--- config.mk ---
export PLATFORM = sky130hd
export DESIGN_NAME = ibbt_front
export DESIGN_NICKNAME = d
export VERILOG_FILES = /design/src/hw/rtl/ibbt_pkg.sv /design/src/hw/rtl/ibbt_front.sv
export SDC_FILE = /design/constraint.sdc
export NUM_CORES = 1
export LEC_CHECK = 0
export BUFFER_PORTS_ARGS = -buffer_cell sky130_fd_sc_hd__buf_2
export CAP_MARGIN = 25
export CORE_AREA = 2 2 151 153
export CTS_BUF_LIST = sky130_fd_sc_hd__clkbuf_2 sky130_fd_sc_hd__clkbuf_4 sky130_fd_sc_hd__clkbuf_8
export DETAILED_ROUTE_END_ITERATION = 10
export DIE_AREA = 0 0 153 155
export GPL_ROUTABILITY_DRIVEN = 1
export PLACE_DENSITY = 0.64
export SETUP_SLACK_MARGIN = 0.5
export SLEW_MARGIN = 40
export SYNTH_ARGS = -nofsm -noshare
export SYNTH_HDL_FRONTEND = slang
export SYNTH_SLANG_ARGS = --single-unit
--- constraint.sdc ---
create_clock -name clk_i -period 7.2 [get_ports clk_i]
set_clock_uncertainty 0.1 [all_clocks]
set_input_delay 2.16 -clock clk_i [delete_from_list [all_inputs] [get_ports clk_i]]
set_output_delay 2.16 -clock clk_i [all_outputs]
set_load 0.01 [all_outputs]
--- src/hw/rtl/ibbt_pkg.sv ---
// Shared constants, codes and types of the iterated box blur with tint.
// No dependencies; every other file of the block refers to it by scoped names.
`default_nettype none
package ibbt_pkg;

  localparam int RADIUS_DEF    = 5;
  localparam int PASSES_DEF    = 3;
  localparam int MAX_WIDTH_DEF = 1024;
  localparam int MAX_HEIGHT    = 4096;

  localparam int PIX_W      = 24;
  localparam int FW_W       = 11;
  localparam int FH_W       = 13;
  localparam int TINT_W     = 7;
  localparam int CFG_IDX_W  = 2;
  localparam int CFG_DATA_W = 13;
  localparam int CNT_W      = 25;
  localparam int TC_W       = 14;
  localparam int FIFO_DEPTH = 4;

  localparam int TINT_FULL    = 100;
  localparam int DIV100_MUL   = 5243;
  localparam int DIV100_SHIFT = 19;

  localparam logic [FW_W-1:0] FW_RESET = 11'd1024;
  localparam logic [FH_W-1:0] FH_RESET = 13'd768;

  typedef enum logic [CFG_IDX_W-1:0] {
    CFG_FRAME_WIDTH  = 2'd0,
    CFG_FRAME_HEIGHT = 2'd1,
    CFG_TINT_PERCENT = 2'd2
  } cfg_idx_e;

  typedef enum logic [3:0] {
    BK_IDLE,
    BK_STAGE,
    BK_TAP,
    BK_ACC,
    BK_DIV,
    BK_WRITE,
    BK_TINT,
    BK_EMIT,
    BK_FINISH
  } bk_state_e;

  // One queued item: the pixel, whether it opens a frame, and that frame's size.
  typedef struct packed {
    logic [PIX_W-1:0] pixel;
    logic             first;
    logic [FW_W-1:0]  w;
    logic [FH_W-1:0]  h;
  } fifo_entry_t;

endpackage
`default_nettype wire

--- src/hw/rtl/ibbt_front.sv ---
// Front end: accepts input beats, counts them per frame, latches frame size.
// Depends on ibbt_pkg; feeds ibbt_fifo.
`default_nettype none
module ibbt_front #(
  parameter int RADIUS    = ibbt_pkg::RADIUS_DEF,
  parameter int PASSES    = ibbt_pkg::PASSES_DEF,
  parameter int MAX_WIDTH = ibbt_pkg::MAX_WIDTH_DEF
) (
  input  logic                          clk_i,
  input  logic                          rst_ni,
  input  logic                          in_valid_i,
  output logic                          in_ready_o,
  input  logic [ibbt_pkg::PIX_W-1:0]    pixel_i,
  input  logic [ibbt_pkg::FW_W-1:0]     frame_width_i,
  input  logic [ibbt_pkg::FH_W-1:0]     frame_height_i,
  input  logic                          fifo_full_i,
  output logic                          push_o,
  output ibbt_pkg::fifo_entry_t         entry_o
);

  logic [ibbt_pkg::CNT_W-1:0] cnt_q, cnt_d, total_q, total_d;
  logic [ibbt_pkg::FW_W-1:0]  wl_q, wl_d, cw;
  logic [ibbt_pkg::FH_W-1:0]  hl_q, hl_d, ch;
  logic                       first, acc;

  always_comb begin
    if (frame_width_i == '0) begin
      cw = ibbt_pkg::FW_W'(1);
    end else if (32'(frame_width_i) > MAX_WIDTH) begin
      cw = ibbt_pkg::FW_W'(MAX_WIDTH);
    end else begin
      cw = frame_width_i;
    end
    if (frame_height_i == '0) begin
      ch = ibbt_pkg::FH_W'(1);
    end else if (32'(frame_height_i) > ibbt_pkg::MAX_HEIGHT) begin
      ch = ibbt_pkg::FH_W'(ibbt_pkg::MAX_HEIGHT);
    end else begin
      ch = frame_height_i;
    end
  end

  assign first      = (cnt_q == '0);
  assign in_ready_o = !fifo_full_i;
  assign acc        = in_valid_i && in_ready_o;
  assign push_o     = acc;

  always_comb begin
    entry_o.pixel = pixel_i;
    entry_o.first = first;
    entry_o.w     = first ? cw : wl_q;
    entry_o.h     = first ? ch : hl_q;
  end

  // A frame lasts its pixels plus the pipeline latency in beats.
  always_comb begin
    cnt_d   = cnt_q;
    total_d = total_q;
    wl_d    = wl_q;
    hl_d    = hl_q;
    if (acc) begin
      if (first) begin
        wl_d    = cw;
        hl_d    = ch;
        total_d = ibbt_pkg::CNT_W'(32'(cw) * 32'(ch) + PASSES * RADIUS * (32'(cw) + 1));
        cnt_d   = ibbt_pkg::CNT_W'(1);
      end else if (cnt_q == total_q - ibbt_pkg::CNT_W'(1)) begin
        cnt_d = '0;
      end else begin
        cnt_d = cnt_q + ibbt_pkg::CNT_W'(1);
      end
    end
  end

  always_ff @(posedge clk_i or negedge rst_ni) begin
    if (!rst_ni) begin
      cnt_q <= '0;
    end else begin
      cnt_q <= cnt_d;
    end
  end

  always_ff @(posedge clk_i) begin
    total_q <= total_d;
    wl_q    <= wl_d;
    hl_q    <= hl_d;
  end

endmodule
`default_nettype wire

# After elaboration in Yosys (flattened, before gate mapping)
# Cells that the tools add are included.
# W data, S select, Z words.
# word_totals
register_bits,74
in_bits,52
output_inout_bits,51
wordCells,27
# op_classes
n_addsub,4
n_mul,2
n_lt_le_gt_ge,2
eq_ne,1
mux,8
reduce_logical,6
# ops
op,n
$mux W25,2
$mux W13,3
$mux W11,3
$add A24 B16 Y25,1
$add A25 B1 Y25 const B,1
$eq A25 B25 Y1,1
$logic_not A25 Y1,1
$sub A25 B1 Y25 const B,1
$mul A11 B13 Y24,1
$mul A4 B12 Y16 const A,1
$gt A13 B13 Y1 const B,1
$logic_not A13 Y1,1
$add A11 B1 Y12 const B,1
$gt A11 B11 Y1 const B,1
$logic_not A11 Y1,1
$reduce_and A2 Y1,1
$logic_and A1 B1 Y1,1
$logic_not A1 Y1,1

# Logic depth before layout (Yosys ltp)
# depth
ltp_word,6
ltp_mapped,29
depth_no_buf,28

# Least setup slack after synthesis
# No wires, ideal clock.
# synth_timing
kind,input to register
startpoint,input frame_width_i[4] (netlist bit)
endpoint,"register total_q[24] (netlist bit), data pin"
setup_ns,0.262
arrival_time_ns,9.649
required_time_ns,6.838
path_slack_ns,-2.811
path_stages,29
path_buffers,1
cell_sequence,nor4_1 -> nand3_1 -> a21oi_1 -> clkbuf_1 -> ha_1 -> nand4_1 -> or3_1 -> a21boi_1 -> xor2_1 -> ha_1 -> fa_1 -> inv_1 -> fa_1 -> fa_1 -> inv_1 -> fa_1 -> inv_1 -> fa_1 -> inv_1 -> ha_1 -> a2111oi_0 -> o21ai_0 -> and3_1 -> o21a_1 -> o41ai_1 -> a21oi_1 -> a211o_1 -> a21oi_1 -> xor2_1
# synth_via
elab_chain_cells,6
elab_cells_between_ends,8
classes_between,add/sub (2); mul (2); order compare (1); mux (2); reduce/logical (1)
# synth_lines
element,line,text
start: declaration,ibbt_front.sv:14,"input logic [ibbt_pkg::FW_W-1:0] frame_width_i,"
$gt A11 B11 Y1,ibbt_front.sv:29,end else if (32'(frame_width_i) > MAX_WIDTH) begin
$mux W11,ibbt_front.sv:29,
$mux W11 (*),ibbt_front.sv:27,if (frame_width_i == '0) begin
$add A11 B1 Y12,ibbt_front.sv:65,total_d = ibbt_pkg::CNT_W'(32'(cw) * 32'(ch) + PASSES * RADIUS * (32'(cw) + 1));
$mul A4 B12 Y16,ibbt_front.sv:65,
$add A24 B16 Y25 (*),ibbt_front.sv:65,
end signal: assignment,ibbt_front.sv:84,total_q <= total_d;
end: declaration,ibbt_front.sv:21,"logic [ibbt_pkg::CNT_W-1:0] cnt_q, cnt_d, total_q, total_d;"
# Every way passes the cells marked *; elsewhere a longest branch is shown, timed or not.
# A chain may end at the register's enable or synchronous reset.

# Final worst setup path
# layout_timing
startpoint,input frame_width_i[7] (netlist bit)
endpoint,"register total_q[24] (netlist bit), data pin"
# Same word-level chain as after synthesis.

==> results.py <==
metrics = {
    "pwr": {
        "power_leakage_nw": 6.21,
        "max-vdd-ir-drop_uv": 169,
        "report.power.total_mw": 2.87,
        "power_density_nw_per_um2": 219,
    },
    "clock_network": {
        "clk_latency_ps": 380,
        "clock_path_buffers": 2,
        "cts.sinks": 74,
        "cts_tree": "done",
        "numCtsBuffers": 9,
        "clkTransAtPathRegs_ps": 90,
        "hold_buffers": 0,
        "clockRootBuffer": "clkbuf_8",
        "cts_max_level": 3,
    },
    "global_routing": {
        "grt_antenna_before_repair": 0,
        "grt_first_pass_wirelength_mm": 43.8,
        "first_global_vias": 8928,
        "grt_start_max_net_pins": 56,
        "gr-total-overflow": 0,
        "grt_usage": 0.231,
    },
    "timing": {
        "hold_viol": 0,
        "layout_setup_ws_ps": -1450,
        "finalSetupViolCount": 19,
        "tightest_slew_ps": 690,
        "slew_violations": 0,
        "slew-limit-headroom": 0.540,
        "fin_crit_ps": 8650,
        "tns_ps": -17780,
        "grt_setup_unrepaired": "yes",
        "clock.fmax_mhz": 116,
        "fin_crit_sh": 1.20,
    },
    "flow_run": {
        "cap_violations": 0,
    },
    "setup_path": {
        "worstPathMaxFanout": 4,
        "crit_type": "input pin to flop",
        "critPathLaunchType": "input pin",
        "crit_top_cell": "fa_1",
        "cp.arrival_ps": 8690,
        "critPathRequiredTime_ps": 7230,
        "cpPeakStageDelay_ps": 500,
        "crit_slowest_cell": "fa_1",
        "endpoint_kind": "flop",
    },
    "route": {
        "vias": 8746,
        "drtAntennaViolNets": 0,
        "vias_per_cell": 5.32,
        "drt-pass1-iter-count": 5,
        "routedWlPerCell_um": 16.0,
        "drtIter0Drc": 371,
        "wirelength_mm": 26.3,
        "drc_errors": 0,
    },
    "outcome": {
        "violations": "setup timing",
        "run_status": "finished with violations",
    },
    "die": {
        "core_area_um2": 22200,
        "die_h_um": 155,
        "rows": 55,
        "initial_core_util": 0.491,
        "fp.dieW_um": 153,
        "io_pins": 103,
        "die_area_um2": 23700,
    },
    "worst_hold_path": {
        "hold_class": "flop to flop",
    },
    "synthesis": {
        "ys_types": 68,
        "synthAdderAreaFrac": 0.354,
        "synth_top_cell_area_share": 0.240,
        "yosys_warnings": 0,
        "ys_seq_area_frac": 0.192,
        "synth_top_family_by_area": "adder cells",
        "synth_xor_area_frac": 0.0562,
        "muxShareOfSynthArea": 0.0312,
        "ys.flop_type": "edfxtp_1",
        "synth_compound_area_frac": 0.0809,
        "ys_ff_latch": 74,
        "synthTopCellsByArea": "fa_1 24%, edfxtp_1 13%, ha_1 11%",
        "synth_edf_count": 49,
        "synth-simple-area-share": 0.181,
        "syn_area_um2": 10900,
        "yosysTopAreaCell": "fa_1",
        "syn_area_per_cell_um2": 9.15,
        "synthCells": 1192,
        "async_flop_share": 0.338,
    },
    "final_layout": {
        "diodes": 0,
        "layout-drive-gt1-share": 0.246,
        "area_growth_pct": 20.0,
        "nets": 1631,
        "layoutNonFillerInstCount": 1643,
    },
    "placed_design": {
        "dpl.hpwl_mm": 21.4,
        "gp_congestion": 0.930,
        "port_buffers": 54,
        "place_inst": 1608,
    },
}
## synthesized netlist by cell type (all sizes together), types with 10 or more instances
| master | n |
|---|---|
| xnor2 | 39 |
| clkbuf | 49 |
| inv | 195 |
| nor2 | 55 |
| nor2b | 23 |
| ha | 95 |
| nand2 | 125 |
| a31oi | 12 |
| o21ai | 29 |
| dfrtp | 25 |
| and3 | 18 |
| nor4 | 21 |
| fa | 131 |
| and2 | 33 |
| nand3 | 21 |
| nand4 | 17 |
| xor2 | 31 |
| nor3 | 31 |
| edfxtp | 49 |
| a21o | 10 |
| buf | 28 |
| mux2 | 24 |
| a21oi | 33 |
## worst paths after layout
| check | startpoint | end | slack (ps) | cells after the start |
|---|---|---|---|---|
| worst min register to register | hl_q[12]$_DFFE_PP_ | hl_q[12]$_DFFE_PP_ | 470 | 1 |
| worst min-delay path | hl_q[12]$_DFFE_PP_ | hl_q[12]$_DFFE_PP_ | 470 | 1 |
| min in group asynchronous | rst_ni | cnt_q[19]$_DFFE_PN0P_ | 1670 | 1 |
| worst max register to register | total_q[0]$_DFFE_PP_ | cnt_q[24]$_DFFE_PN0P_ | 3750 | 11 |
| max in group asynchronous | rst_ni | cnt_q[20]$_DFFE_PN0P_ | 4930 | 1 |
| worst max-delay path | frame_width_i[7] | total_q[24]$_DFFE_PP_ | -1450 | 29 |
## layout by cell type (no fill, tap or decap), types with 23 or more instances in the layout
cell type,count
inv_1,187
buf_4,162
fa_1,129
nand2_1,125
ha_1,86
buf_2,52
nor2_1,51
edfxtp_1,49
and2_1,33
xnor2_1,33
xor2_1,29
nor3_1,28
a21oi_1,27
dfrtp_1,25
mux2_2,24
nor2b_1,23
## cell type report
type	instances	area [um^2]
inverter	197	739
clock buffer	10	131
timing repair buffer	224	1610
tap	285	357
sequential	74	2100
fill	1989	9140
clock inverter	6	87.6
multi-input combinational	847	8070
## state kept, by name, indices dropped and copies added (netlist names)
name,count
cnt_q,25
hl_q,13
total_q,25
wl_q,11
## cell families (layout without fill, tap and decap cells)
family	count (synthesis)	in the layout
AND/OR/NAND/NOR	376	376
XOR/XNOR	70	70
AO/OA/AOI/OAI	134	134
multiplexers	31	31
adder cells (fa/ha/maj)	231	231
buffers and inverters	274	437
flip-flops	74	74
other	2	5
## routing by layer
metal	track usage	share of wire	vias to the layer above
li1	-	-	4208
met1	0.295	0.44	4292
met2	0.408	0.50	203
met3	0.0340	0.044	43
met4	0.0661	0.021	0
met5	0	0	-
## critical path: cells and delay by family
family	cells	cell delay, ps
AO/OA/AOI/OAI	9	1840
XOR/XNOR	2	260
adder cells (fa/ha/maj)	8	3040
buffers and inverters	5	300
AND/OR/NAND/NOR	5	1090
## report_power, final
part | leakage (nW) | switching, mW | internal, mW
clock network | 0.114 | 0.180 | 0.200
registers | 0.761 | 0.0165 | 0.526
logic | 5.33 | 0.938 | 1.01
## per-stage QoR
step | hold WS, ps | area (um^2) | setup slack, ps | util
final | 471 | 13100 | -1450 | 0.589
after global routing | 486 | 13100 | -1720 | 0.589
after CTS | 477 | 13000 | -1410 | 0.586
after detailed placement | 454 | 12500 | -2050 | 0.560
after global placement | 447 | 12500 | -1960 | 0.560
after floorplan | 428 | 11100 | -1940 | -
## repair_timing
item | 4_1_cts | 5_1_grt
endpoints found under the setup margin | 21 | 21
endpoints found under the hold margin | 0 | 0
buffers inserted | 16 | 3
resized for setup | 50 | 7
pin swaps | 41 | 2
(Power assumes the default switching activity.)
