[src/hw/rtl/ibbt_pkg.sv]
// Shared constants, codes and types of the iterated box blur with tint.
// No dependencies; every other file of the block refers to it by scoped names.
`default_nettype none
package ibbt_pkg;

  localparam int RADIUS_DEF    = 5;
  localparam int PASSES_DEF    = 3;
  localparam int MAX_WIDTH_DEF = 1024;
  localparam int MAX_HEIGHT    = 4096;

  localparam int PIX_W      = 24;
  localparam int FW_W       = 11;
  localparam int FH_W       = 13;
  localparam int TINT_W     = 7;
  localparam int CFG_IDX_W  = 2;
  localparam int CFG_DATA_W = 13;
  localparam int CNT_W      = 25;
  localparam int TC_W       = 14;
  localparam int FIFO_DEPTH = 4;

  localparam int TINT_FULL    = 100;
  localparam int DIV100_MUL   = 5243;
  localparam int DIV100_SHIFT = 19;

  localparam logic [FW_W-1:0] FW_RESET = 11'd1024;
  localparam logic [FH_W-1:0] FH_RESET = 13'd768;

  typedef enum logic [CFG_IDX_W-1:0] {
    CFG_FRAME_WIDTH  = 2'd0,
    CFG_FRAME_HEIGHT = 2'd1,
    CFG_TINT_PERCENT = 2'd2
  } cfg_idx_e;

  typedef enum logic [3:0] {
    BK_IDLE,
    BK_STAGE,
    BK_TAP,
    BK_ACC,
    BK_DIV,
    BK_WRITE,
    BK_TINT,
    BK_EMIT,
    BK_FINISH
  } bk_state_e;

  // One queued item: the pixel, whether it opens a frame, and that frame's size.
  typedef struct packed {
    logic [PIX_W-1:0] pixel;
    logic             first;
    logic [FW_W-1:0]  w;
    logic [FH_W-1:0]  h;
  } fifo_entry_t;

endpackage
`default_nettype wire

[src/hw/rtl/ibbt_fifo.sv]
// Short queue between front and back end.
// Depends on ibbt_pkg for the entry type and depth.
`default_nettype none
module ibbt_fifo (
  input  logic                   clk_i,
  input  logic                   rst_ni,
  input  logic                   push_i,
  input  ibbt_pkg::fifo_entry_t  entry_i,
  output logic                   full_o,
  input  logic                   pop_i,
  output logic                   valid_o,
  output ibbt_pkg::fifo_entry_t  entry_o
);

  localparam int PW = $clog2(ibbt_pkg::FIFO_DEPTH);

  ibbt_pkg::fifo_entry_t store_q [ibbt_pkg::FIFO_DEPTH];
  logic [PW-1:0] wr_q, rd_q;
  logic [PW:0]   cnt_q;
  logic          do_push, do_pop;

  assign full_o  = (cnt_q == (PW+1)'(ibbt_pkg::FIFO_DEPTH));
  assign valid_o = (cnt_q != '0);
  assign entry_o = store_q[rd_q];
  assign do_push = push_i && !full_o;
  assign do_pop  = pop_i && valid_o;

  always_ff @(posedge clk_i or negedge rst_ni) begin
    if (!rst_ni) begin
      wr_q  <= '0;
      rd_q  <= '0;
      cnt_q <= '0;
    end else begin
      if (do_push) wr_q <= (wr_q == PW'(ibbt_pkg::FIFO_DEPTH - 1)) ? '0 : wr_q + PW'(1);
      if (do_pop)  rd_q <= (rd_q == PW'(ibbt_pkg::FIFO_DEPTH - 1)) ? '0 : rd_q + PW'(1);
      cnt_q <= cnt_q + (PW+1)'(do_push) - (PW+1)'(do_pop);
    end
  end

  always_ff @(posedge clk_i) begin
    if (do_push) store_q[wr_q] <= entry_i;
  end

endmodule
`default_nettype wire

[config.mk]
export PLATFORM = sky130hd
export DESIGN_NAME = ibbt_fifo
export DESIGN_NICKNAME = d
export VERILOG_FILES = /design/src/hw/rtl/ibbt_pkg.sv /design/src/hw/rtl/ibbt_fifo.sv
export SDC_FILE = /design/constraint.sdc
export NUM_CORES = 1
export LEC_CHECK = 0
export BUFFER_PORTS_ARGS = -buffer_cell sky130_fd_sc_hd__buf_2
export CORE_MARGIN = 3
export CORE_UTILIZATION = 45
export CTS_BUF_LIST = sky130_fd_sc_hd__clkbuf_16
export CTS_CLUSTER_DIAMETER = 150
export DETAILED_ROUTE_END_ITERATION = 10
export PLACE_DENSITY = 0.72
export SYNTH_ARGS = -nofsm -noshare
export SYNTH_HDL_FRONTEND = slang
export SYNTH_SLANG_ARGS = --single-unit
[constraint.sdc]
create_clock -name clk_i -period 6.5 [get_ports clk_i]
set_input_delay 0.65 -clock clk_i [delete_from_list [all_inputs] [get_ports clk_i]]
set_output_delay 0.65 -clock clk_i [all_outputs]
set_load 0.01 [all_outputs]
[After elaboration in Yosys (flattened, before gate mapping)]
Memory sizes are Yosys's and may differ from the RTL's.
Index checks and enable logic that the tools add are counted.
Cells by class
  add/subtract/negate cells: 4
  equality and inequality tests: 3
  multiplexer cells: 4
  reduce and logical (&&, ||, !) cells: 4
Operators by type and width (number)
  2-bit by 1-bit adder with 2-bit output (second input constant): 2
  2-bit equality test (second input constant): 2
  2-bit two-way mux: 2
  3-bit by 1-bit adder with 3-bit output: 1
  3-bit equality test (second input constant): 1
  3-bit nonzero test: 1
  3-bit by 1-bit subtractor with 3-bit output: 1
  1-bit logical AND: 2
  1-bit two-way mux: 2
  1-bit zero test: 1
Storage, ports and cells
  bits in registers: 7
  bits in writable memories: 196
  input port bits: 53
  output and inout port bits: 51
  logic and storage cells: 19
  memories: 1
Memory list
  store_q: words 4, bits a word 49, rd ports 1, clocked after Yosys merged registers in 0, wr ports 1, line ibbt_fifo.sv:17  | ibbt_pkg::fifo_entry_t store_q [ibbt_pkg::FIFO_DEPTH];

[Logic depth before layout (Yosys ltp)]
Gate-level depths: netlist (run 1).
  depth in word-level cells: 5
  gate-level depth with buffers: 10
  gate-level depth less buffers: 9

[Worst setup path after synthesis (run 1)]
Ideal clock, no wire load.
  path type: reg-to-reg
  from: reg cnt_q[1]
  to: reg cnt_q[2]
  library setup time: 127 ps
  arrival: 2049 ps
  required time: 6373 ps
  path slack: 4324 ps
  cell stages (with the launch flop): 11
  buffers on the path: 1
  period minus slack after synthesis: 2176 ps
  cell sequence: dfrtp_1 -> or3b_1 -> buf_2 -> nand2_1 -> ha_1 -> inv_1 -> ha_1 -> inv_1 -> fa_1 -> xnor2_1 -> xnor2_1
On the way
  longest elaborated chain between the ends: 5
  elaborated cells between the ends (all ways): 7
  classes of those cells: 2 x add/sub; 1 x eq/ne; 4 x reduce/logical
Ends and longest elaborated chain
  from (decl): line ibbt_fifo.sv:19  | logic [PW:0] cnt_q;
  from (signal assigned): line ibbt_fifo.sv:36  | cnt_q <= cnt_q + (PW+1)'(do_push) - (PW+1)'(do_pop);
  3-bit equality test: line ibbt_fifo.sv:22  | assign full_o = (cnt_q == (PW+1)'(ibbt_pkg::FIFO_DEPTH));
  1-bit zero test: line ibbt_fifo.sv:25  | assign do_push = push_i && !full_o;
  1-bit logical AND: line ibbt_fifo.sv:25
  3-bit by 1-bit adder with 3-bit output: line ibbt_fifo.sv:36
  3-bit by 1-bit subtractor with 3-bit output (*): line ibbt_fifo.sv:36
Every way passes the cells marked *; elsewhere a longest branch is shown, timed or not.
A chain may end at the register's enable or synchronous reset.

==> impl_metrics.sql, run 1 <==
INSERT INTO impl_metrics (metric_group, metric, value, unit) VALUES
('status', 'status', 'completed', ''),
('critical_path', 'r2r_slack', '4.15', 'ns'),
('placement', 'post-place-ws', '3.828', 'ns'),
('drt', 'detailedRoute.firstIterationViolations', '218', ''),
('layout', 'most-common-layout-cells', '196 x edfxtp_1, 103 x buf_2, 49 x mux4_2', ''),
('sta', 'tightestPinTransition', '1.037', 'ns'),
('logic_synthesis', 'yosys.area_share.simple', '1.358', '%'),
('layout', 'fill_count', '1223', ''),
('drt', 'wl', '13200', 'um'),
('clock_tree', 'cts.htree.levels', '1', ''),
('clock_tree', 'clock_path_buffers', '3', ''),
('global_routing', 'grt_first_pass_wirelength', '20710', 'um'),
('logic_synthesis', 'post_synth_xor_area_fraction', '0.2318', '%'),
('drt', 'detail_route.first_pass.iterations', '4', ''),
('logic_synthesis', 'yosys_warnings', '0', ''),
('sta', 'final_critical_path_setup_slack', '3.416', 'ns'),
('critical_path', 'slowest_stage', 'dfrtp_4', ''),
('clock_tree', 'tritoncts', 'built', ''),
('min_path', 'hp-class', 'input port to flip-flop', ''),
('pwr', 'cellPowerDensity', '459.7', 'nW/um2'),
('flow_run', 'maxCapViolations', '0', ''),
('logic_synthesis', 'synth.yosys.seq_area_share', '80.21', '%'),
('logic_synthesis', 'netlist_instances', '301', ''),
('global_routing', 'grt_start_max_net_pins', '53', ''),
('layout', 'post_route_cells_drive_above_1_share', '45.87', '%'),
('logic_synthesis', 'ys_seq_elements', '203', ''),
('logic_synthesis', 'yosys-mux-area-fraction', '14.90', '%'),
('min_path', 'holdPathStages', '1', ''),
('pwr', 'power_leakage', '3.137', 'nW'),
('clock_tree', 'numCtsBuffers', '22', ''),
('critical_path', 'worstPathRequired', '5.85', 'ns'),
('layout', 'syn_to_final_growth', '19.18', '%'),
('clock_tree', 'clock_sink_count', '203', ''),
('critical_path', 'timing.critical_path.cells', 'mux4_2 -> buf_2', ''),
('die', 'boundaryPins', '104', ''),
('critical_path', 'cp-start-kind', 'flip-flop', ''),
('sta', 'finalSetupViolations', '0', ''),
('die', 'chipHeight', '135.6', 'um'),
('layout', 'layout.area.seq', '6066', 'um2'),
('sta', 'minimum_period_implied_by_the_final_worst_setup_slack', '3.084', 'ns'),
('critical_path', 'cp-end-kind', 'output port', ''),
('logic_synthesis', 'mappedNetlistArea', '7556', 'um2'),
('logic_synthesis', 'synthesis.area_per_instance', '25.10', 'um2'),
('sta', 'period_share', '47.44', '%'),
('critical_path', 'critPathKind', 'flip-flop to output port', ''),
('global_routing', 'number_of_global_route_vias_before_repair', '3752', ''),
('die', 'die_x', '135.6', 'um'),
('drt', 'antenna_left', '0', ''),
('placement', 'hpwl', '7625', 'um'),
('layout', 'mostFrequentLayoutCell', 'edfxtp_1', ''),
('sta', 'hold_viol_final', '0', ''),
('logic_synthesis', 'synth_top_family_by_area', 'multiplexers', ''),
('die', 'core_region_area', '16170', 'um2'),
('die', 'design.die.area', '18380', 'um2'),
('global_routing', 'antenna_violations_before_repair', '0', ''),
('sta', 'timing.slew.headroom', '30.89', '%'),
('layout', 'diodes', '0', ''),
('placement', 'numPortBuffers', '103', ''),
('critical_path', 'crit_path_max_fanout', '52', ''),
('layout', 'multiInputGateArea', '1378', 'um2'),
('critical_path', 'critical_path_arrival', '2.43', 'ns'),
('sta', 'fmaxAchievable', '0.3243', 'GHz'),
('sta', 'final_max_slew_viol_count', '0', ''),
('logic_synthesis', 'synthAdderAreaFrac', '1.424', '%'),
('drt', 'routedWlPerCell', '20.24', 'um'),
('global_routing', 'grt_overflow_total', '0', ''),
('logic_synthesis', 'compound_gate_fraction_of_synth_area', '0.3146', '%'),
('clock_tree', 'postCtsResizedCells', '0', ''),
('placement', 'globalplace.congestion', '0.6789', ''),
('logic_synthesis', 'synthesis.nets', '362', ''),
('global_routing', 'grt_total_usage', '14.61', '%');
-- state kept, by name, indices dropped and copies added, names as in the netlist --
| register | cells |
|---|---|
| store_q | 196 |
| cnt_q | 3 |
| rd_q | 2 |
| wr_q | 2 |
-- logic make-up (layout without fill, tap and decap cells) --
kind of cell    count (synthesis)  count (layout)
flops                         203             203
mux                            51              51
buf+inv                        20             155
simple gates                   14              14
fa+ha+maj                       8               8
compound gates                  3               3
xor+xnor                        2               2
-- final timing paths --
check | from | endpoint
worst max-delay path | rd_q[0] | entry_o[18]
worst max register to register | cnt_q[1] | cnt_q[2]
worst min-delay path | entry_i[45] | store_q[3][45]
worst min register to register | wr_q[1] | wr_q[1]
max in group asynchronous | rst_ni | rd_q[0]
min in group asynchronous | rst_ni | wr_q[0]
-- per-layer routing --
layer  wire length, um  up-vias  GRT usage (%)  part of all wire, %
met1              5431     1798          18.99                   41
met5                 0        -              0                    0
met2              6705      111          24.92                   51
met3               862       16          3.900                  6.5
met4               199        0          3.415                  1.5
li1                  -     1513              -                    -
-- cell type report --
| type | instances | area share (%) |
|---|---|---|
| Clock buffer | 23 | 6.392 |
| Clock inverter | 16 | 1.403 |
| Inverter | 7 | 0.2918 |
| Multi-Input combinational cell | 78 | 15.30 |
| Sequential cell | 203 | 67.36 |
| Tap cell | 216 | 3.001 |
| Timing Repair Buffer | 109 | 6.253 |
-- timing repair --
item                                   CTS  global route
hold buffers                             1             0
setup endpoints to repair                0             0
endpoints found under the hold margin    7             0
-- worst max-delay path: cells and delay by family (launching register included) --
kind | cells | cell delay [ns]
flops | 1 | 1.11
mux | 1 | 0.64
buf+inv | 1 | 0.16
-- Yosys cell counts (all sizes together) --
cell      n  area share [%]
nor2      1           0.050
or3b      1            0.12
o31ai     1           0.099
fa        1            0.26
nand2     2           0.099
nor3b     1           0.099
ha        7             1.2
a211o     1            0.12
nor2b     1           0.083
mux4     49              15
clkbuf    2            0.12
nand2b    1           0.083
inv       7            0.35
xnor2     2            0.23
mux2      2            0.30
o211ai    1           0.099
buf      11             1.1
and3      4            0.40
or3       1           0.099
and4bb    1            0.17
dfrtp     7             2.3
or4bb     1            0.17
edfxtp  196              78
-- metrics by stage --
stage	hold slack (ns)	area (um2)	instances	util, %	total power [W]
6_report	0.3789	9005	652	55.68	0.004140
5_1_grt	0.3610	9005	652	55.68	0.004362
3_3_place_gp	0.4965	8293	612	51.28	0.003000
2_1_floorplan	0.3544	7556	301	-	0.002620
4_1_cts	0.3536	9005	652	55.68	0.004226
3_5_place_dp	0.5001	8293	612	51.28	0.003035
-- power by group --
part | switching [W] | leakage, nW | internal (W)
clock | 0.000461 | 0.350 | 0.000717
combinational | 0.000503 | 0.911 | 0.000532
sequential | 0.000198 | 1.88 | 0.00173
Note: power is estimated with default switching activity, not from simulation.
==> run 2, diff against run 1 <==
clock period = 2.85 ns   (was 6.5 ns; I/O delays follow)
==> impl_metrics.sql, run 2 (synthesis results as in run 1) <==
INSERT INTO impl_metrics (metric_group, metric, value, unit) VALUES
('status', 'status', 'completed', ''),
('placement', 'globalplace.congestion', '0.7313', ''),
('drt', 'vias_per_inst', '5.250', ''),
('critical_path', 'critical-path-max-stage-delay', '0.59', 'ns'),
('layout', 'layout.area.seq', '6066', 'um2'),
('die', 'die_x', '135.6', 'um'),
('die', 'design.die.area', '18380', 'um2'),
('flow_run', 'maxCapViolations', '0', ''),
('sta', 'setup_repair_after_global_routing_missed_its_margin', 'no', ''),
('sta', 'period_share', '82.34', '%'),
('sta', 'final.hold.worst_slack', '0.02010', 'ns'),
('layout', 'top_register', 'store_q', ''),
('global_routing', 'grt_start_max_net_pins', '33', ''),
('sta', 'final_max_slew_viol_count', '0', ''),
('sta', 'minimum_period_implied_by_the_final_worst_setup_slack', '2.347', 'ns'),
('min_path', 'holdPathStages', '1', ''),
('sta', 'clock_skew', '0.01171', 'ns'),
('critical_path', 'critPathKind', 'flip-flop to output port', ''),
('layout', 'post_route_cells_drive_above_1_share', '45.84', '%'),
('pwr', 'design_power_total', '0.009357', 'W'),
('pwr', 'power_leakage', '3.175', 'nW'),
('critical_path', 'slowest_stage', 'dfrtp_4', ''),
('critical_path', 'critical_path_arrival', '2.06', 'ns'),
('layout', 'mostFrequentLayoutCell', 'edfxtp_1', ''),
('drt', 'routedWlPerCell', '20.12', 'um'),
('global_routing', 'grt_overflow_total', '0', ''),
('global_routing', 'grt_first_pass_wirelength', '20640', 'um'),
('drt', 'antenna_left', '0', ''),
('global_routing', 'grt_total_usage', '14.70', '%'),
('layout', 'syn_to_final_growth', '20.22', '%'),
('layout', 'diodes', '0', ''),
('layout', 'most-common-layout-cells', '196 x edfxtp_1, 103 x buf_2, 49 x mux4_2', ''),
('clock_tree', 'clk_latency', '0.48', 'ns'),
('clock_tree', 'postCtsSetupRepairBufs', '0', ''),
('sta', 'tightestPinTransition', '0.9043', 'ns'),
('min_path', 'hp-class', 'input port to flip-flop', ''),
('critical_path', 'crit_path_max_fanout', '13', ''),
('sta', 'timing.slew.headroom', '39.71', '%'),
('drt', 'wl', '13300', 'um'),
('critical_path', 'cp-start-kind', 'flip-flop', ''),
('die', 'row_count', '46', ''),
('clock_tree', 'clock_path_buffers', '3', ''),
('pwr', 'vdd_ir_drop_max', '0.6474', 'mV'),
('clock_tree', 'postCtsResizedCells', '0', ''),
('drt', 'via_count', '3470', ''),
('clock_tree', 'clk_pin_slew', '0.06', 'ns'),
('global_routing', 'antenna_violations_before_repair', '2', ''),
('layout', 'fin_nets', '492', ''),
('clock_tree', 'tritoncts', 'built', ''),
('placement', 'numPortBuffers', '103', ''),
('drt', 'detail_route.first_pass.iterations', '4', ''),
('sta', 'totalNegativeSetupSlack', '0', 'ns'),
('die', 'chipHeight', '135.6', 'um'),
('global_routing', 'number_of_global_route_vias_before_repair', '3719', ''),
('drt', 'detailedRoute.firstIterationViolations', '158', ''),
('clock_tree', 'cts.htree.levels', '1', ''),
('layout', 'max_reg_flops', '196', ''),
('critical_path', 'r2r_cells', '9', ''),
('pwr', 'cellPowerDensity', '1030', 'nW/um2'),
('layout', 'layout_top_registers', 'store_q: 196 flops, cnt_q: 3 flops', ''),
('sta', 'final_critical_path_setup_slack', '0.5034', 'ns'),
('placement', 'hpwl', '8399', 'um'),
('clock_tree', 'numCtsBuffers', '21', ''),
('clock_tree', 'cts.hold.buffers_added', '7', ''),
('die', 'core_region_area', '16170', 'um2'),
('die', 'boundaryPins', '104', ''),
('layout', 'fill_count', '1210', ''),
('critical_path', 'cp-end-kind', 'output port', ''),
('die', 'initial_core_util', '46.72', '%'),
('sta', 'fmaxAchievable', '0.4262', 'GHz'),
('sta', 'finalSetupViolations', '0', ''),
('layout', 'multiInputGateArea', '1378', 'um2'),
('critical_path', 'r2r_slack', '0.50', 'ns'),
('clock_tree', 'clock_sink_count', '203', ''),
('drt', 'drt_drc_violations_left', '0', ''),
('clock_tree', 'cts-root-buf', 'clkbuf_16', ''),
('critical_path', 'worstPathRequired', '2.57', 'ns'),
('critical_path', 'timing.critical_path.cells', 'buf_4 -> mux4_2 -> buf_2', ''),
('placement', 'post-place-ws', '0.4589', 'ns'),
('sta', 'hold_viol_final', '0', '');
run 2: cell count changes in the layout (fill, tap and decap cells not counted), moves of 2 or more:
| cell | delta |
|---|---|
| buf_12 | +4 |
| dlygate4sd3_1 | +6 |
| clkbuf_16 | -2 |
| clkinv_4 | +2 |
run 2: cell type report:
class / count / area share [%]
Multi-Input combinational cell: 78 / 15.17
Clock inverter: 16 / 1.185
Clock buffer: 21 / 5.785
Timing Repair Buffer: 120 / 7.824
Inverter: 7 / 0.2893
Tap cell: 216 / 2.975
Sequential cell: 203 / 66.78
run 2: path summary, 6_finish.rpt:
check	start	endpoint
min in group asynchronous	rst_ni	wr_q[0]
max in group asynchronous	rst_ni	rd_q[0]
worst max-delay path	rd_q[0]	entry_o[20]
worst min-delay path	entry_i[4]	store_q[3][4]
worst min register to register	wr_q[1]	wr_q[1]
worst max register to register	cnt_q[1]	cnt_q[2]
run 2: power by group:
group / internal, W / total [W] / switching [W]
logic: 0.00131 / 0.00265 / 0.00134
registers: 0.00394 / 0.00422 / 0.000273
clock network: 0.00143 / 0.00249 / 0.00106
total: 0.00669 / 0.00936 / 0.00267
run 2: critical path: cells and delay by family, from the launching register on:
family,cells,cell delay (ns)
muxes,1,0.55
DFF,1,0.59
buffers and inverters,2,0.45
run 2: metal layers:
metal	vias up	routed length, um	track usage [%]
met3	31	884	4.086
met5	-	27	0
met2	103	6403	24.53
li1	1534	-	-
met1	1798	5691	19.09
met4	4	293	4.311
run 2: per-stage QoR:
step	utilization, %	cell area, um2	instances
2_1_floorplan	-	7556	301
3_3_place_gp	51.82	8381	617
3_5_place_dp	51.82	8381	617
4_1_cts	56.17	9084	661
5_1_grt	56.17	9084	661
6_report	56.17	9084	661
==> run 3, diff against run 2 <==
clock period = 2.3 ns   (was 2.85 ns; I/O delays follow)
==> impl_metrics.sql, run 3 (synthesis results as in run 1) <==
INSERT INTO impl_metrics (metric_group, metric, value, unit) VALUES
('placement', 'numPortBuffers', '103', ''),
('critical_path', 'crit_path_max_fanout', '7', ''),
('layout', 'multiInputGateArea', '1390', 'um2'),
('critical_path', 'slowest_stage', 'dfrtp_2', ''),
('die', 'initial_core_util', '46.72', '%'),
('critical_path', 'r2r_slack', '0.11', 'ns'),
('layout', 'layout.area.seq', '6071', 'um2'),
('drt', 'dr.max_layer_used', 'met4', ''),
('global_routing', 'grt_first_pass_wirelength', '21630', 'um'),
('sta', 'setup_repair_after_global_routing_missed_its_margin', 'no', ''),
('critical_path', 'critPathKind', 'flip-flop to flip-flop', ''),
('sta', 'finalSetupViolations', '0', ''),
('critical_path', 'cp-start-kind', 'flip-flop', ''),
('clock_tree', 'clock_sink_count', '203', ''),
('clock_tree', 'clk_latency', '0.47', 'ns'),
('sta', 'hold_viol_final', '0', ''),
('drt', 'wl', '13750', 'um'),
('layout', 'mostFrequentLayoutCell', 'edfxtp_1', ''),
('sta', 'period_share', '95.24', '%'),
('pwr', 'p_int', '0.008702', 'W'),
('die', 'design.die.area', '18380', 'um2'),
('min_path', 'hp-class', 'input port to flip-flop', ''),
('clock_tree', 'clock_path_buffers', '3', ''),
('die', 'boundaryPins', '104', ''),
('layout', 'post_route_cells_drive_above_1_share', '43.93', '%'),
('pwr', 'cellPowerDensity', '1250', 'nW/um2'),
('drt', 'detailroute.wirelength.met3', '672', 'um'),
('sta', 'tightestPinTransition', '0.4063', 'ns'),
('layout', 'syn_to_final_growth', '27.77', '%'),
('pwr', 'netSwitchingFraction', '27.89', '%'),
('critical_path', 'worst_path_dominant_cell_family', 'adder cells', ''),
('die', 'row_count', '46', ''),
('pwr', 'clockPowerShare', '27.2', '%'),
('drt', 'vias_per_inst', '5.146', ''),
('clock_tree', 'cts-root-buf', 'clkbuf_16', ''),
('pwr', 'power_frac_seq', '43.2', '%'),
('global_routing', 'grt_overflow_total', '0', ''),
('die', 'chipHeight', '135.6', 'um'),
('sta', 'fmaxAchievable', '0.4565', 'GHz'),
('critical_path', 'timing.critical_path.cells', 'or3b_4 -> nand2_1 -> ha_1 -> inv_1 -> ha_1 -> inv_1 -> fa_2 -> xnor2_2 -> xnor2_1', ''),
('pwr', 'vdd_ir_drop_max', '0.6780', 'mV'),
('drt', 'detailedRoute.firstIterationViolations', '203', ''),
('drt', 'routedWlPerCell', '19.36', 'um'),
('critical_path', 'crit_buf_inv', '2', ''),
('sta', 'clock_skew', '0.006251', 'ns'),
('global_routing', 'grt_total_usage', '15.13', '%'),
('layout', 'most-common-layout-cells', '196 x edfxtp_1, 103 x buf_2, 50 x dlygate4sd3_1', ''),
('status', 'status', 'completed', ''),
('drt', 'm1WireLength', '5955', 'um'),
('critical_path', 'critical_path_arrival', '2.58', 'ns'),
('critical_path', 'cp-end-kind', 'flip-flop', ''),
('sta', 'final_max_slew_viol_count', '0', ''),
('layout', 'diodes', '0', ''),
('pwr', 'power_leakage', '3.410', 'nW'),
('global_routing', 'grt_start_max_net_pins', '50', ''),
('layout', 'fin_nets', '542', ''),
('drt', 'antenna_left', '0', ''),
('clock_tree', 'cts.htree.levels', '1', ''),
('layout', 'layout_top_registers', 'store_q: 196 flops, cnt_q: 3 flops', ''),
('die', 'core_region_area', '16170', 'um2'),
('flow_run', 'maxCapViolations', '0', ''),
('clock_tree', 'clk_pin_slew', '0.06', 'ns'),
('global_routing', 'antenna_violations_before_repair', '0', ''),
('die', 'die_x', '135.6', 'um'),
('layout', 'postLayoutCellArea', '9654', 'um2'),
('critical_path', 'critical-path-max-stage-delay', '0.44', 'ns'),
('sta', 'timing.slew.headroom', '72.91', '%'),
('drt', 'drt_drc_violations_left', '0', ''),
('critical_path', 'worstPathRequired', '2.69', 'ns'),
('layout', 'max_reg_flops', '196', ''),
('layout', 'top_register', 'store_q', ''),
('layout', 'fill_count', '1145', ''),
('drt', 'via_count', '3654', ''),
('clock_tree', 'tritoncts', 'built', ''),
('drt', 'detail_route.first_pass.iterations', '4', ''),
('global_routing', 'number_of_global_route_vias_before_repair', '4017', ''),
('pwr', 'power.share.combinational', '29.6', '%'),
('drt', 'routed-wl-met2', '6812', 'um'),
('pwr', 'power_switching', '0.003365', 'W'),
('placement', 'globalplace.congestion', '0.6954', ''),
('sta', 'totalNegativeSetupSlack', '0', 'ns'),
('placement', 'placedInstanceArea', '8421', 'um2'),
('sta', 'minimum_period_implied_by_the_final_worst_setup_slack', '2.191', 'ns'),
('clock_tree', 'numCtsBuffers', '21', ''),
('placement', 'hpwl', '7989', 'um');
-- run 3: routing by layer --
metal	GRT usage [%]	vias up
li1	-	1637
met1	20.34	1885
met4	4.311	0
met5	0	-
met2	25.25	109
met3	3.306	23
-- run 3: through the flow --
step	hold slack [ns]	setup slack (ns)	util, %	power (W)	cells
final	0.09170	0.1094	59.69	0.01207	710
after global routing	0.09268	0.002625	59.69	0.01265	710
after CTS	0.06848	0.0006062	59.49	0.01218	708
after detailed placement	0.08152	0.01135	52.07	0.008769	619
after global placement	0.07045	0.1739	52.07	0.008687	619
after floorplan	-0.06559	0.1240	-	0.007405	301
-- run 3: cell type report --
class	instances	share of cell area (%)
sequential	203	62.88
clock buffer	21	5.443
inverter	7	0.2722
clock inverter	15	1.581
timing repair buffer	170	12.62
multi-input combinational	78	14.40
tap	216	2.799
-- run 3: power by group through the flow --
stage	Clock [W]	Combinational, W	Sequential [W]
final	0.00328	0.00358	0.00521
after CTS	0.00336	0.00362	0.00520
after global routing	0.00351	0.00387	0.00528
after floorplan	0	0.00231	0.00509
after detailed placement	0	0.00344	0.00533
after global placement	0	0.00341	0.00528
-- run 3: what timing repair did --
item,in CTS,in global routing
pin swaps,0,1
hold endpoints to repair,203,0
resized for setup,0,6
hold buffers,50,0
buffers inserted,3,2
setup endpoints to repair,33,9
-- run 3: path summary, 6_finish.rpt --
path,depth (start not counted),endpoint,startpoint
worst max-delay path,9,cnt_q[2],cnt_q[1]
worst min-delay path,3,wr_q[1],push_i
worst max register to register,9,cnt_q[2],cnt_q[1]
worst min register to register,2,wr_q[1],wr_q[1]
max in group asynchronous,2,rd_q[1],rst_ni
min in group asynchronous,2,cnt_q[2],rst_ni
-- run 3: worst reg2reg max path, stage by stage, from the launching register on --
cell	delay (ns)
dfrtp_2	0.44
or3b_4	0.41
nand2_1	0.10
ha_1	0.24
inv_1	0.06
ha_1	0.13
inv_1	0.05
fa_2	0.35
xnor2_2	0.14
xnor2_1	0.18
